`src/sv/rbb_geom.sv`:
```
module rbb_geom (
   input  logic signed [15:0] center_x,
   input  logic signed [15:0] center_y,
   input  logic signed [16:0] sin_val,
   input  logic signed [16:0] cos_val,
   input  logic [14:0]        box_width,
   input  logic [14:0]        box_height,
   output logic [3:0][15:0]   corner_x,
   output logic [3:0][15:0]   corner_y,
   output logic [16:0]        ext_x,
   output logic [16:0]        ext_y
);

   function automatic logic [15:0] round_sat(input logic signed [34:0] v);
      logic signed [34:0] r;
      logic signed [18:0] q;
      r = v + 35'sd32768;
      q = r[34:16];
      if (q > 19'sd32767) begin
         return 16'h7FFF;
      end else if (q < -19'sd32768) begin
         return 16'h8000;
      end
      return q[15:0];
   endfunction

   function automatic logic [31:0] mag(input logic signed [32:0] v);
      logic signed [32:0] a;
      a = v[32] ? -v : v;
      return a[31:0];
   endfunction

   logic signed [32:0] hwc;
   logic signed [32:0] hws;
   logic signed [32:0] hhc;
   logic signed [32:0] hhs;
   logic signed [34:0] cx;
   logic signed [34:0] cy;
   logic [33:0]        sum_x;
   logic [33:0]        sum_y;

   always_comb begin
      hwc = $signed({1'b0, box_width})  * cos_val;
      hws = $signed({1'b0, box_width})  * sin_val;
      hhc = $signed({1'b0, box_height}) * cos_val;
      hhs = $signed({1'b0, box_height}) * sin_val;
      cx  = 35'($signed({center_x, 16'h0000}));
      cy  = 35'($signed({center_y, 16'h0000}));

      corner_x[0] = round_sat(cx - 35'(hwc) + 35'(hhs));
      corner_y[0] = round_sat(cy - 35'(hws) - 35'(hhc));
      corner_x[1] = round_sat(cx + 35'(hwc) + 35'(hhs));
      corner_y[1] = round_sat(cy + 35'(hws) - 35'(hhc));
      corner_x[2] = round_sat(cx + 35'(hwc) - 35'(hhs));
      corner_y[2] = round_sat(cy + 35'(hws) + 35'(hhc));
      corner_x[3] = round_sat(cx - 35'(hwc) - 35'(hhs));
      corner_y[3] = round_sat(cy - 35'(hws) + 35'(hhc));

      sum_x = 34'(mag(hwc)) + 34'(mag(hhs)) + 34'd32768;
      sum_y = 34'(mag(hws)) + 34'(mag(hhc)) + 34'd32768;
      ext_x = sum_x[32:16];
      ext_y = sum_y[32:16];
   end

endmodule

```
`config.mk`:
```
export PLATFORM = sky130hd
export DESIGN_NAME = rbb_geom
export DESIGN_NICKNAME = d
export VERILOG_FILES = /design/src/sv/rbb_geom.sv
export SDC_FILE = /design/constraint.sdc
export NUM_CORES = 2
export LEC_CHECK = 0
export ABC_AREA = 1
export BUFFER_PORTS_ARGS = -buffer_cell sky130_fd_sc_hd__clkbuf_2
export CORE_MARGIN = 10
export CORE_UTILIZATION = 61
export DETAILED_ROUTE_END_ITERATION = 10
export GPL_TIMING_DRIVEN = 0
export PLACE_DENSITY = 0.78
export SLEW_MARGIN = 40
export SYNTH_ARGS = -nofsm -noshare
export SYNTH_HDL_FRONTEND = slang
export SYNTH_SLANG_ARGS = --single-unit
```
`constraint.sdc`:
```
create_clock -name vclk -period 9.15
set_input_delay 0.4575 -clock vclk [all_inputs]
set_output_delay 0.4575 -clock vclk [all_outputs]
set_load 0.05 [all_outputs]
```
==> run metrics <==
die outline width 370 um; final cell count without fillers 13521; # placed instances 13271; Setup TNS Final -135.60 ns; syn_nets about 14000; FILL cells 9468; cell accounting for the most synthesized area fa_1; number of setup violations in the final report 162; total core area 0.122 mm2; sequential fraction of the synthesis area 0%; final hold vios 0; Critical Path AT around 9.9 ns; IO Count 258; synth unique cells 63; beginning of the critical path box_width[3]; slowest cell on the critical path fa_2; DR vias 80833; Seq cells 0; unrepaired setup endpoints after global routing true; fin nets 14086; total track usage 43.7%; worst-margin pin slew 0.941 ns; synth top area cells fa_1 28%, ha_1 18%, nand2_1 16%; CP max stage delay 0.60 ns; first-pass GRT wire length between 400000 and 500000 um; final RePlAce weighted congestion between 1 and 1.5; Max Slew Vio Count 0; critical path endpoint category output port; initial DRC count ~10000; class of the worst hold path in -> out; Cells after Synth 11450; path type of the worst setup path in -> out; CLK BUF 0; largest net degree at the start of global routing 15; number of global-route vias before repair between 80000 and 90000; min cycle time layout 10.39 ns; synthesized area per cell 6.51 um2; GR Overflow Total 0; Setup WS post-layout -1.24 ns; max frequency 0.0963 GHz; Die ar. 0.137 mm2; area occupied by registers 0 um2; hold depth 9; hold_sp center_x[0]; Layout area overhead 20.5%; First-pass DRT Iterations 11; Rows 128; Die Height 370 um; Detailed Route WL around 320000 um; maxcap violations 0; commonest non-fill, non-tap cell in the layout nand2_1; Worst slew margin 37.3%; Yosys top cell area share 27.9%; part of the cycle the worst path needs 114%; CP dominant cell by count nand2_1; initial antenna violation count 11; HPWL after DPL 250000 um; Starting Density between 60 and 70%; number of remaining DRC errors 2; Worst setup SP type input port; layout cells sized above 1 between 10% and 20%; Via density about 6.0; commonest cells after routing, fill and taps aside 2882 x nand2_1, 2813 x inv_1, 1007 x fa_1; outcome complete, but fails checks; Worst Hold Slack approximately 2 ns; port bufs 196; Worst Hold End corner_x[33]; synth warn 0; post-synthesis cell area around 0.075 mm2; failing checks design-rule violations, negative setup slack; mean routed wirelength per cell 23.3 um; worst path required time 8.69 ns; antenna-violating nets left 0; critical path fanouts, max 7
logic make-up after synthesis:
family | synth area share [%]
buffers and inverters | 16.2
AO/OA/AOI/OAI | 8.30
adder cells (fa/ha/maj) | 45.7
XOR/XNOR | 4.14
AND/OR/NAND/NOR | 25.7
layout make-up:
| cell class | count | area [um2] | share of cell area, % |
|---|---|---|---|
| diodes | 8 | 20.0 | 0.0223 |
| plain buffers | 260 | 2760 | 3.07 |
| inverters | 2915 | 11000 | 12.2 |
| multi-input cells | 8264 | 69500 | 77.3 |
| well taps | 1625 | 2030 | 2.26 |
| repair buffers | 449 | 4580 | 5.10 |
metal layers:
| metal | GRT usage [%] | routed length [um] |
|---|---|---|
| met3 | 12.5 | 39300 |
| met2 | 69.1 | 136000 |
| met5 | 0.534 | 253 |
| met1 | 50.5 | 109000 |
| met4 | 31.5 | 30700 |
synthesized netlist by cell type, types with 17 or more instances:
cell type,count
inv_1,2905
nand4_1,149
nand2_1,3243
clkbuf_1,235
nor4_1,34
a31oi_1,40
o21ai_1,22
buf_2,17
o21ai_0,285
a21o_1,35
xor2_1,246
nor2_2,25
fa_1,1038
nor3_1,109
nor2_1,701
nand2_2,33
nand3b_1,20
ha_1,1062
a21oi_1,570
o21a_1,27
xnor2_1,95
o21bai_1,42
nand3_1,337
critical path: cells and delay by family:
| kind | cells | cell delay [ns] |
|---|---|---|
| AO/OA/AOI/OAI | 10 | 1.81 |
| XOR/XNOR | 2 | 0.29 |
| adder cells (fa/ha/maj) | 10 | 4.26 |
| buffers and inverters | 13 | 1.56 |
| AND/OR/NAND/NOR | 14 | 1.50 |
stage by stage:
step	util, %	worst slack [ns]	cell area, um2
finish	73.9	-1.24	89900
global route	73.9	-1.47	89900
CTS	72.2	-0.624	87800
detailed placement	66.1	-2.54	80400
global placement	66.0	-2.47	80300
floorplan	-	-0.0271	77300
what timing repair did:
action,CTS,global route
gates resized for setup,1289,470
setup endpoints to repair,162,162
hold buffers,0,0
pin swaps,284,220
buffers inserted,177,62
gates cloned,16,1
worst max path at each step:
stage                              end  depth (start not counted)
after global placement    corner_x[12]                         44
after detailed placement  corner_x[14]                         44
after CTS                  corner_x[8]                         48
after global routing      corner_x[43]                         47
final                     corner_x[43]                         49
after floorplan           corner_y[53]                         49
Power is not shown: default switching activity piles up to over one toggle a cycle in this logic, so the estimate is an artifact.
