$ cat src/sv/rbb_pkg.sv
package rbb_pkg;

   localparam int unsigned SINE_DEPTH_DEFAULT = 1024;

   localparam longint unsigned POLY_A1 = 64'd1686629713;
   localparam longint unsigned POLY_A3 = 64'd693598668;
   localparam longint unsigned POLY_A5 = 64'd85569306;
   localparam longint unsigned POLY_A7 = 64'd5026995;
   localparam longint unsigned POLY_A9 = 64'd172272;

   localparam int unsigned CSR_INDEX_W = 3;
   localparam int unsigned CSR_DATA_W  = 15;

   localparam logic [14:0] BOX_WIDTH_RESET    = 15'd320;
   localparam logic [14:0] BOX_HEIGHT_RESET   = 15'd320;
   localparam logic [11:0] SPIN_RATE_RESET    = 12'd0;
   localparam logic [10:0] FIELD_WIDTH_RESET  = 11'd800;
   localparam logic [10:0] FIELD_HEIGHT_RESET = 11'd600;

   localparam logic [11:0] QUARTER_TURN = 12'd1024;

   typedef enum logic [CSR_INDEX_W-1:0] {
      CSR_BOX_WIDTH    = 3'd0,
      CSR_BOX_HEIGHT   = 3'd1,
      CSR_SPIN_RATE    = 3'd2,
      CSR_FIELD_WIDTH  = 3'd3,
      CSR_FIELD_HEIGHT = 3'd4
   } csr_index_type;

   typedef enum logic {
      ACT_TICK  = 1'b0,
      ACT_PLACE = 1'b1
   } action_type;

   typedef struct packed {
      logic signed [15:0] pos;
      logic signed [10:0] vel;
      logic               flip;
   } axis_type;

endpackage

$ cat src/sv/rbb_axis.sv
module rbb_axis (
   input  logic signed [15:0] pos,
   input  logic signed [10:0] vel,
   input  logic [16:0]        ext,
   input  logic [10:0]        pixels,
   output rbb_pkg::axis_type  res
);

   logic signed [19:0] p;
   logic signed [19:0] e;
   logic signed [19:0] f;
   logic signed [19:0] p_new;
   logic               in_field;

   always_comb begin
      p        = 20'(pos);
      e        = $signed({3'b000, ext});
      f        = $signed({5'b00000, pixels, 4'b0000});
      in_field = ((p - e) >= 20'sd0) && ((p + e) <= f);
      priority if ((e <<< 1) > f) begin
         p_new = f >>> 1;
      end else if (p < e) begin
         p_new = e;
      end else if (p > (f - e)) begin
         p_new = f - e;
      end else begin
         p_new = p;
      end
      if (in_field) begin
         res.pos  = pos;
         res.vel  = vel;
         res.flip = 1'b0;
      end else begin
         res.pos  = p_new[15:0];
         res.vel  = (vel == -11'sd1024) ? 11'sd1023 : -vel;
         res.flip = 1'b1;
      end
   end

endmodule

$ cat config.mk
export PLATFORM = sky130hd
export DESIGN_NAME = rbb_axis
export DESIGN_NICKNAME = d
export VERILOG_FILES = /design/src/sv/rbb_pkg.sv /design/src/sv/rbb_axis.sv
export SDC_FILE = /design/constraint.sdc
export NUM_CORES = 1
export LEC_CHECK = 0
export BUFFER_PORTS_ARGS = -buffer_cell sky130_fd_sc_hd__buf_2
export CORE_MARGIN = 2
export CORE_UTILIZATION = 35
export DETAILED_ROUTE_END_ITERATION = 8
export SYNTH_ARGS = -nofsm -noshare
export SYNTH_HDL_FRONTEND = slang
export SYNTH_SLANG_ARGS = --single-unit
$ cat constraint.sdc
create_clock -name vclk -period 4.55
set_input_delay 0.2275 -clock vclk [all_inputs]
set_output_delay 0.2275 -clock vclk [all_outputs]
set_load 0.01 [all_outputs]
==> flow_summary_export.csv, run 1 <==
group,metric,value,unit
drt,drc,0,
drt,drt_iter0_drc,563,
drt,drt-total-wl,16000,um
synth,mappedNetlistArea,3870,um2
global_routing,antenna_found_initial,0,
floorplanning,io_pins,83,
synth,synth_top_area_share,28.5,%
synth,syn_inst,555,
timing,finalSetupViolCount,16,
drt,first_pass_iters,5,
global_routing,grt_max_degree,22,
worst_setup_path,crit_top_cell,"or4_4",
final_layout,finalNetCount,882,
placement,hpwl,12800,um
synth,ys_types,66,
final_layout,final_cell_count_no_fill,876,
synth,yosysSeqAreaShare,0,%
min_path,holdCritStartpoint,"vel[0]",
final_layout,final_layout_size_suffix_gt1_share,38.2,%
worst_setup_path,crit_family,"simple AND/OR/NAND/NOR gates",
worst_setup_path,slowest_delay,520,ps
worst_setup_path,crit_path_end_kind,"output pin",
worst_setup_path,crit_buf_inv,5,
placement,dp_cells,861,
synth,synthTopCellsByCount,"88 x ha_1, 62 x inv_1, 42 x nor2_1",
final_layout,syn_to_final_growth,49.1,%
synth,ys_top_cells_by_area,"ha_1 28%, inv_1 6.0%, a21oi_1 5.2%, xnor2_1 4.3%, nor2_1 4.1%",
floorplanning,start_util,35.9,%
floorplanning,die_h,109,um
synth,synth_nets,699,
drt,wl_per_cell,18.2,um
global_routing,grt_remaining_overflow,0,
placement,port_buffers,83,
floorplanning,core,10800,um2
worst_setup_path,slowest_stage,"or4_4",
pwr,p_leak,0.00274,uW
worst_setup_path,cp.required,4320,ps
final_layout,seq_area,0,um2
timing,setup_ws,-259,ps
pwr,power.density,149,nW/um2
global_routing,grt_pass1_vias,4771,
worst_setup_path,startpoint,"ext[4]",
global_routing,grt_pass1_wl,23800,um
final_layout,n_fill_cell,1014,
global_routing,use_met2,44.9,%
timing,max_slew.worst_pin.slew,787,ps
worst_setup_path,crit_path_cell_trace,"buf_8 -> inv_4 -> ha_4 -> or3_4 -> o221ai_4 -> nor2_2 -> o21ai_2 -> a21boi_2 -> buf_4 -> or4_4 -> o311ai_4 -> ha_1 -> nand4_2 -> or2_4 -> a211o_1 -> o211a_1 -> maj3_2 -> o21a_4 -> buf_6 -> or4_4 -> a21oi_2 -> o32ai_1 -> buf_2",
synth,yosysWarnings,0,
final_layout,nFlopsAndLatches,0,
final_layout,fin_util,53.5,%
timing,layout_min_cycle_time,4810,ps
drt,ant_nets,0,
placement,place.gp.congestion,0.958,
worst_setup_path,crit_type,"in -> out",
timing,relSlewSlack,46.1,%
timing,rsz0062_at_grt,"yes",
synth,synth_most_common_cell,"ha_1",
synth,syn_avg_cell_area,6.97,um2
outcome,violations,"setup timing",
drt,via_per_inst,5.80,
synth,yosysTopAreaCell,"ha_1",
floorplanning,die_area,11900,um2
timing,fin_crit_sh,106,%
timing,slew_violations,0,
final_layout,clockBufferCount,0,
worst_setup_path,worstPathMaxFanout,7,
global_routing,use_met1,33.4,%
outcome,outcome,"finished with violations",
timing,finalHoldViolCount,0,
floorplanning,dieWidth,109,um
global_routing,top_usage_layer,"met2",
timing,fmax,208,MHz
job,max_cap_viol_count,0,
min_path,hp-class,"in -> out",
drt,vias,5077,
final_layout,diodes,0,
pwr,ir_drop,0.0540,mV
global_routing,met3_usage,1.73,%
worst_setup_path,start_kind,"primary input",
global_routing,grtUsageTotal,25.5,%
worst_setup_path,arrival,4580,ps
floorplanning,num_rows,38,
## cells in the final DEF, fill, tap and decap left out, drive strengths merged, types with 3 or more instances in the layout
| cell | count |
|---|---|
| a311o | 6 |
| a31oi | 18 |
| a211o | 3 |
| or2 | 7 |
| a211oi | 10 |
| o31ai | 3 |
| o211ai | 6 |
| o21bai | 4 |
| nor3 | 21 |
| o32ai | 3 |
| nand2 | 36 |
| o221ai | 4 |
| o311ai | 4 |
| ha | 88 |
| xnor2 | 19 |
| and2 | 3 |
| o21a | 10 |
| nor4 | 3 |
| nand4 | 13 |
| a21oi | 40 |
| a21o | 9 |
| or4 | 3 |
| or3 | 12 |
| inv | 63 |
| a2bb2oi | 6 |
| nor2b | 6 |
| buf | 194 |
| o22ai | 8 |
| xor2 | 9 |
| o21ai | 30 |
| nand3 | 11 |
| nor2 | 43 |
| nand2b | 7 |
## layer usage
layer	up-vias	part of all wire [%]
met2	224	49
met1	2371	42
met4	0	2.2
li1	2446	-
met3	36	6.6
met5	-	0
## layout make-up
class / count / area (um2) / area share [%]
multi-input cells: 478 / 3990 / 69.2
inverters: 63 / 244 / 4.23
repair buffers: 195 / 1360 / 23.5
well taps: 140 / 175 / 3.04
## path summary, 6_finish.rpt
kind,end,depth (start not counted),slack (ps)
min,res[1],4,780
max,res[14],23,-260
## cell families (layout without fill, tap and decap cells)
kind of cell | count (synthesis) | in the layout | synth area share (%)
AO/OA/AOI/OAI | 184 | 185 | 33.3
AND/OR/NAND/NOR | 172 | 172 | 22.6
XOR/XNOR | 28 | 28 | 6.34
adder cells (fa/ha/maj) | 90 | 90 | 29.3
multiplexers | 3 | 3 | 0.841
buffers and inverters | 78 | 258 | 7.66
## repair_timing
item                       in CTS  in global routing
pin swaps                      53                 23
setup endpoints to repair      19                 28
buffers inserted               10                  6
hold buffers                    0                  0
cloned                          1                  0
gates resized for setup        41                 55
## where the power goes
part | leakage (uW) | internal (uW) | switching, uW | total, uW
Clock | 0 | 0 | 0 | 0
Sequential | 0 | 0 | 0 | 0
Combinational | 0.00274 | 405 | 457 | 862
## metrics by stage
| stage | area, um2 | hold WS (ps) | power (uW) | setup TNS (ps) | setup slack [ps] |
|---|---|---|---|---|---|
| after detailed placement | 5200 | 776 | 730 | -5260 | -462 |
| final | 5770 | 781 | 862 | -2690 | -259 |
| after CTS | 5460 | 782 | 788 | -2180 | -258 |
| after global routing | 5770 | 816 | 934 | -5150 | -394 |
| after global placement | 5200 | 771 | 717 | -3710 | -369 |
| after floorplan | 3920 | 567 | 436 | 0 | 9.70 |
Note: power is estimated with default switching activity, not from simulation.
==> inputs of run 2 (changes only) <==
--- a/config.mk
+++ b/config.mk
@@ -5,10 +5,13 @@
 export SDC_FILE = /design/constraint.sdc
 export NUM_CORES = 1
 export LEC_CHECK = 0
+export ABC_AREA = 1
 export BUFFER_PORTS_ARGS = -buffer_cell sky130_fd_sc_hd__buf_2
+export CAP_MARGIN = 20
 export CORE_MARGIN = 2
 export CORE_UTILIZATION = 35
 export DETAILED_ROUTE_END_ITERATION = 8
+export PLACE_DENSITY_LB_ADDON = 0.12
 export SYNTH_ARGS = -nofsm -noshare
 export SYNTH_HDL_FRONTEND = slang
 export SYNTH_SLANG_ARGS = --single-unit
==> run 2 against run 1 <==
The flow now finishes without violations. Cell count up 6.7%. Non-clock buffer count down 93. Sequential share of layout area unchanged. Design area decreased by 16%. Setup slack better by 490 ps. Global-route usage fell by 2.8 points. First-iteration DRC count shrank 45%. Power is 20% lower. Synthesized cell count up 27%. Hold slack got worse by 21 ps. Combinational power decreased by 20%. Synthesized area increased by 3.8%. Largest cell class unchanged. Highest routed layer unchanged.
==> flow_summary_export.csv, run 2 <==
group,metric,value,unit
synth,yosysWarnings,0,
drt,first_pass_iters,5,
worst_setup_path,crit_path_end_kind,"output pin",
drt,vias,4796,
placement,placed_area,4620,um2
synth,synthTopCellsByCount,"189 x nand2_1, 102 x inv_1, 88 x ha_1",
pwr,power.density,142,nW/um2
timing,max_slew.worst_pin.slew,506,ps
job,max_cap_viol_count,0,
drt,wl_met1,7080,um
final_layout,final_layout_size_suffix_gt1_share,18.2,%
drt,via_per_inst,5.13,
global_routing,grt_remaining_overflow,0,
timing,relSlewSlack,65.9,%
drt,wl_per_cell,15.7,um
synth,synth_top_area_share,27.4,%
outcome,outcome,"complete, no violations",
worst_setup_path,crit_top_cell,"nand2_1",
synth,synth_most_common_cell,"nand2_1",
worst_setup_path,crit_family,"simple AND/OR/NAND/NOR gates",
synth,ys_types,41,
global_routing,grt_pass1_wl,23200,um
synth,yosysTopAreaCell,"ha_1",
synth,mappedNetlistArea,4020,um2
floorplanning,io_pins,83,
final_layout,nFlopsAndLatches,0,
drt,drc,0,
floorplanning,core,11300,um2
final_layout,clockBufferCount,0,
floorplanning,die_h,111,um
floorplanning,start_util,35.5,%
final_layout,layout_commonest_cell,"nand2_1",
synth,ys_top_cells_by_area,"ha_1 27%, nand2_1 18%, inv_1 9.5%, a21oi_1 6.9%, nor2_1 5.8%",
min_path,hp-class,"in -> out",
worst_setup_path,startpoint,"ext[0]",
global_routing,grt_pass1_vias,4586,
drt,ant_nets,0,
final_layout,most-common-layout-cells,"183 x nand2_1, 101 x inv_1, 85 x ha_1",
final_layout,fin_util,43.1,%
final_layout,seq_area,0,um2
worst_setup_path,crit_type,"in -> out",
drt,routed.top_layer,"met4",
floorplanning,die_area,12300,um2
synth,yosysSeqAreaShare,0,%
global_routing,grt_max_degree,28,
synth,syn_inst,703,
synth,synth_nets,847,
final_layout,diodes,0,
timing,slew_violations,0,
placement,hpwl,12500,um
floorplanning,num_rows,39,
worst_setup_path,crit_buf_inv,3,
pwr,ir_drop,0.0448,mV
final_layout,final_area,4870,um2
timing,rsz0062_at_grt,"yes",
drt,wl_met3,534,um
timing,hold_slack,760,ps
pwr,p_leak,0.00276,uW
final_layout,syn_to_final_growth,21.4,%
timing,fmax,231,MHz
final_layout,finalNetCount,938,
timing,finalSetupViolCount,0,
worst_setup_path,cp.required,4320,ps
worst_setup_path,arrival,4090,ps
clock_tree,cts_hold_buffers,0,
global_routing,grtUsageTotal,22.7,%
floorplanning,dieWidth,111,um
drt,drt_iter0_drc,307,
timing,layout_min_cycle_time,4320,ps
min_path,holdCritStartpoint,"vel[0]",
synth,syn_avg_cell_area,5.71,um2
worst_setup_path,worstPathMaxFanout,27,
worst_setup_path,slowest_stage,"fa_2",
timing,finalHoldViolCount,0,
drt,wl_met2,6930,um
global_routing,antenna_found_initial,0,
timing,fin_crit_sh,94.9,%
worst_setup_path,start_kind,"primary input",
placement,place.gp.congestion,0.934,
placement,port_buffers,83,
drt,drt-total-wl,14700,um
worst_setup_path,slowest_delay,370,ps
## run 2: stage by stage
stage | TNS, ps | std cells | total power [uW] | worst slack (ps)
after CTS | 0 | 926 | 639 | 60.9
after global placement | 0 | 926 | 631 | 196
after detailed placement | 0 | 926 | 636 | 74.2
after global routing | -626 | 935 | 779 | -60.5
final | 0 | 935 | 691 | 230
after floorplan | 0 | 703 | 442 | 759
## run 2: path summary, 6_finish.rpt
check / end / slack, ps / cells past startpoint
max: res[20] / 230 / 32
min: res[1] / 760 / 4
## run 2: where the power goes
group / leakage [uW] / internal [uW] / switching (uW) / total [uW]
sequential: 0 / 0 / 0 / 0
combinational: 0.00276 / 263 / 428 / 691
clock: 0 / 0 / 0 / 0
## run 2: cells by family (layout without fill, tap and decap cells)
kind of cell | Yosys count | after routing | synth area share [%]
compound gates | 111 | 111 | 15.7
xor+xnor | 29 | 29 | 6.33
buf+inv | 126 | 215 | 12.2
simple gates | 348 | 348 | 37.8
fa+ha+maj | 89 | 89 | 27.9
## run 2: worst min-delay path: cells and delay by family
kind	cells	cell delay [ps]
buffers and inverters	3	260
AND/OR/NAND/NOR	1	50
## run 2: per-layer routing
layer  track usage (%)  up-vias
met2              40.0      110
met3              1.64       10
met1              31.5     2165
met4              1.98        0
met5                 0        -
li1                  -     2511
## run 2: final cells by class
type / count / area (um2)
fill: 1251 / 6450
inverter: 113 / 437
multi-input combinational: 577 / 3650
tap: 143 / 179
timing repair buffer: 102 / 606
## run 2: timing repair
action                                  CTS  global route
setup buffers                             0             7
endpoints found under the setup margin    0            28
resized for setup                         0            34
==> inputs of run 3 (changes only) <==
--- a/config.mk
+++ b/config.mk
@@ -7,7 +7,6 @@
 export LEC_CHECK = 0
 export ABC_AREA = 1
 export BUFFER_PORTS_ARGS = -buffer_cell sky130_fd_sc_hd__buf_2
-export CAP_MARGIN = 20
 export CORE_MARGIN = 2
 export CORE_UTILIZATION = 35
 export DETAILED_ROUTE_END_ITERATION = 8
==> constraint.sdc (replaced) <==
create_clock -name vclk -period 4.55
set_input_delay 1.1375 -clock vclk [all_inputs]
set_output_delay 1.1375 -clock vclk [all_outputs]
set_load 0.01 [all_outputs]
==> run 3 against run 2 <==
The run now ends with setup timing left. Sequential share of layout area did not move. Hold slack improved by 1800 ps. Global-route usage increased by 3.8 points. Utilization up 15 points. Power up 37%. Non-clock buffer count rose by 170. First-iteration DRC count up 15%. Die area did not move. Clock-buffer cell count is the same.
==> flow_summary_export.csv, run 3 (synthesized netlist as in run 2, its figures left out) <==
group,metric,value,unit
final_layout,seq_area,0,um2
drt,drc,0,
final_layout,clockBufferCount,0,
outcome,violations,"setup timing",
timing,rsz0062_at_grt,"yes",
final_layout,n_fill_cell,1159,
final_layout,nFlopsAndLatches,0,
drt,drt-total-wl,17100,um
floorplanning,die_h,111,um
drt,first_pass_iters,6,
final_layout,final_layout_size_suffix_gt1_share,37.9,%
global_routing,antenna_found_initial,0,
worst_setup_path,start_kind,"primary input",
final_layout,layout_commonest_cell,"buf_4",
final_layout,final_area,6550,um2
global_routing,grt_pass1_wl,26800,um
drt,ant_nets,0,
placement,port_buffers,83,
global_routing,grtUsageTotal,26.5,%
floorplanning,die_area,12300,um2
floorplanning,dieWidth,111,um
placement,hpwl,14200,um
worst_setup_path,crit_path_end_kind,"output pin",
final_layout,finalNetCount,1112,
timing,layout_min_cycle_time,6080,ps
placement,dp_slack,-1500,ps
pwr,total_power,946,uW
global_routing,grt_max_degree,22,
worst_setup_path,slowest_stage,"fa_2",
worst_setup_path,crit_type,"in -> out",
final_layout,diodes,0,
timing,slew_violations,0,
timing,max_slew.worst_pin.slew,478,ps
drt,wl_per_cell,15.4,um
drt,via_per_inst,5.06,
floorplanning,io_pins,83,
worst_setup_path,worstPathMaxFanout,7,
final_layout,final_cell_count_no_fill,1109,
timing,setup_tns,-41750,ps
min_path,hp-class,"in -> out",
timing,finalSetupViolCount,28,
timing,finalHoldViolCount,0,
pwr,ir_drop,0.0637,mV
job,max_cap_viol_count,0,
worst_setup_path,arrival,4940,ps
drt,drt_iter0_drc,352,
worst_setup_path,cp.required,3410,ps
worst_setup_path,slowest_delay,370,ps
timing,relSlewSlack,68.1,%
timing,fmax,164,MHz
final_layout,syn_to_final_growth,63.1,%
placement,place.gp.congestion,0.953,
global_routing,grt_pass1_vias,5559,
floorplanning,core,11300,um2
pwr,power.density,145,nW/um2
floorplanning,num_rows,39,
timing,fin_crit_sh,134,%
global_routing,grt_remaining_overflow,0,
placement,dp_cells,1093,
drt,vias,5616,
floorplanning,start_util,35.5,%
outcome,outcome,"finished with violations",
final_layout,most-common-layout-cells,"184 x buf_4, 169 x nand2_1, 99 x inv_1",
pwr,p_leak,0.00368,uW
worst_setup_path,crit_family,"simple AND/OR/NAND/NOR gates",
clock_tree,cts_hold_buffers,0,
final_layout,multi_input_area,3950,um2
timing,setup_ws,-1530,ps
worst_setup_path,crit_top_cell,"nand2_2",
worst_setup_path,crit_buf_inv,4,
placement,placed_area,6160,um2
## run 3: changes by cell type in the layout (fill, tap and decap cells not counted), moves of 5 or more
cell	before	now
nand2_1	183	169
o21ai_4	0	8
buf_6	0	6
buf_4	16	184
o21ai_1	7	2
nor2_1	61	52
nor2_2	1	8
o21ai_0	20	11
buf_2	83	76
o21ai_2	3	9
nand2_2	6	17
## run 3: tightest hold or removal path, cell delays in order
cell and delay (ps):
buf_2 80, inv_1 60, nand2_2 60, buf_2 110
## run 3: layer usage
layer	GRT usage (%)	wire, um	up-vias	part of all wire, %
li1	-	-	2863	-
met1	33.5	7490	2509	44
met2	46.8	8000	209	47
met3	2.41	969	35	5.7
met4	9.63	626	0	3.7
met5	0	0	-	0
## run 3: power breakdown
group          internal, uW  total (uW)  leakage [uW]  switching [uW]
Sequential                0           0             0               0
Clock                     0           0             0               0
Combinational           446         946       0.00368             500
## run 3: cell type report
class	count	area share, %
Inverter	113	6.67
Timing Repair Buffer	272	29.7
Tap cell	143	2.73
Multi-Input combinational cell	578	60.3
Timing Repair inverter	3	0.630
## run 3: repair_timing
item | CTS | global route
buffers inserted | 7 | 5
endpoints found under the setup margin | 28 | 28
gates cloned | 4 | 0
pin swaps | 19 | 26
resized for setup | 31 | 23
## run 3: final timing paths
kind | slack [ps] | start | cells after the start | to
worst max-delay path | -1530 | ext[0] | 33 | res[18]
worst min-delay path | 2590 | vel[0] | 4 | res[1]
## run 3: metrics by stage
stage	util (%)	hold slack (ps)
after detailed placement	54.5	2590
final	57.8	2590
after global routing	57.8	2630
after CTS	56.6	2590
after floorplan	-	2380
after global placement	54.5	2580
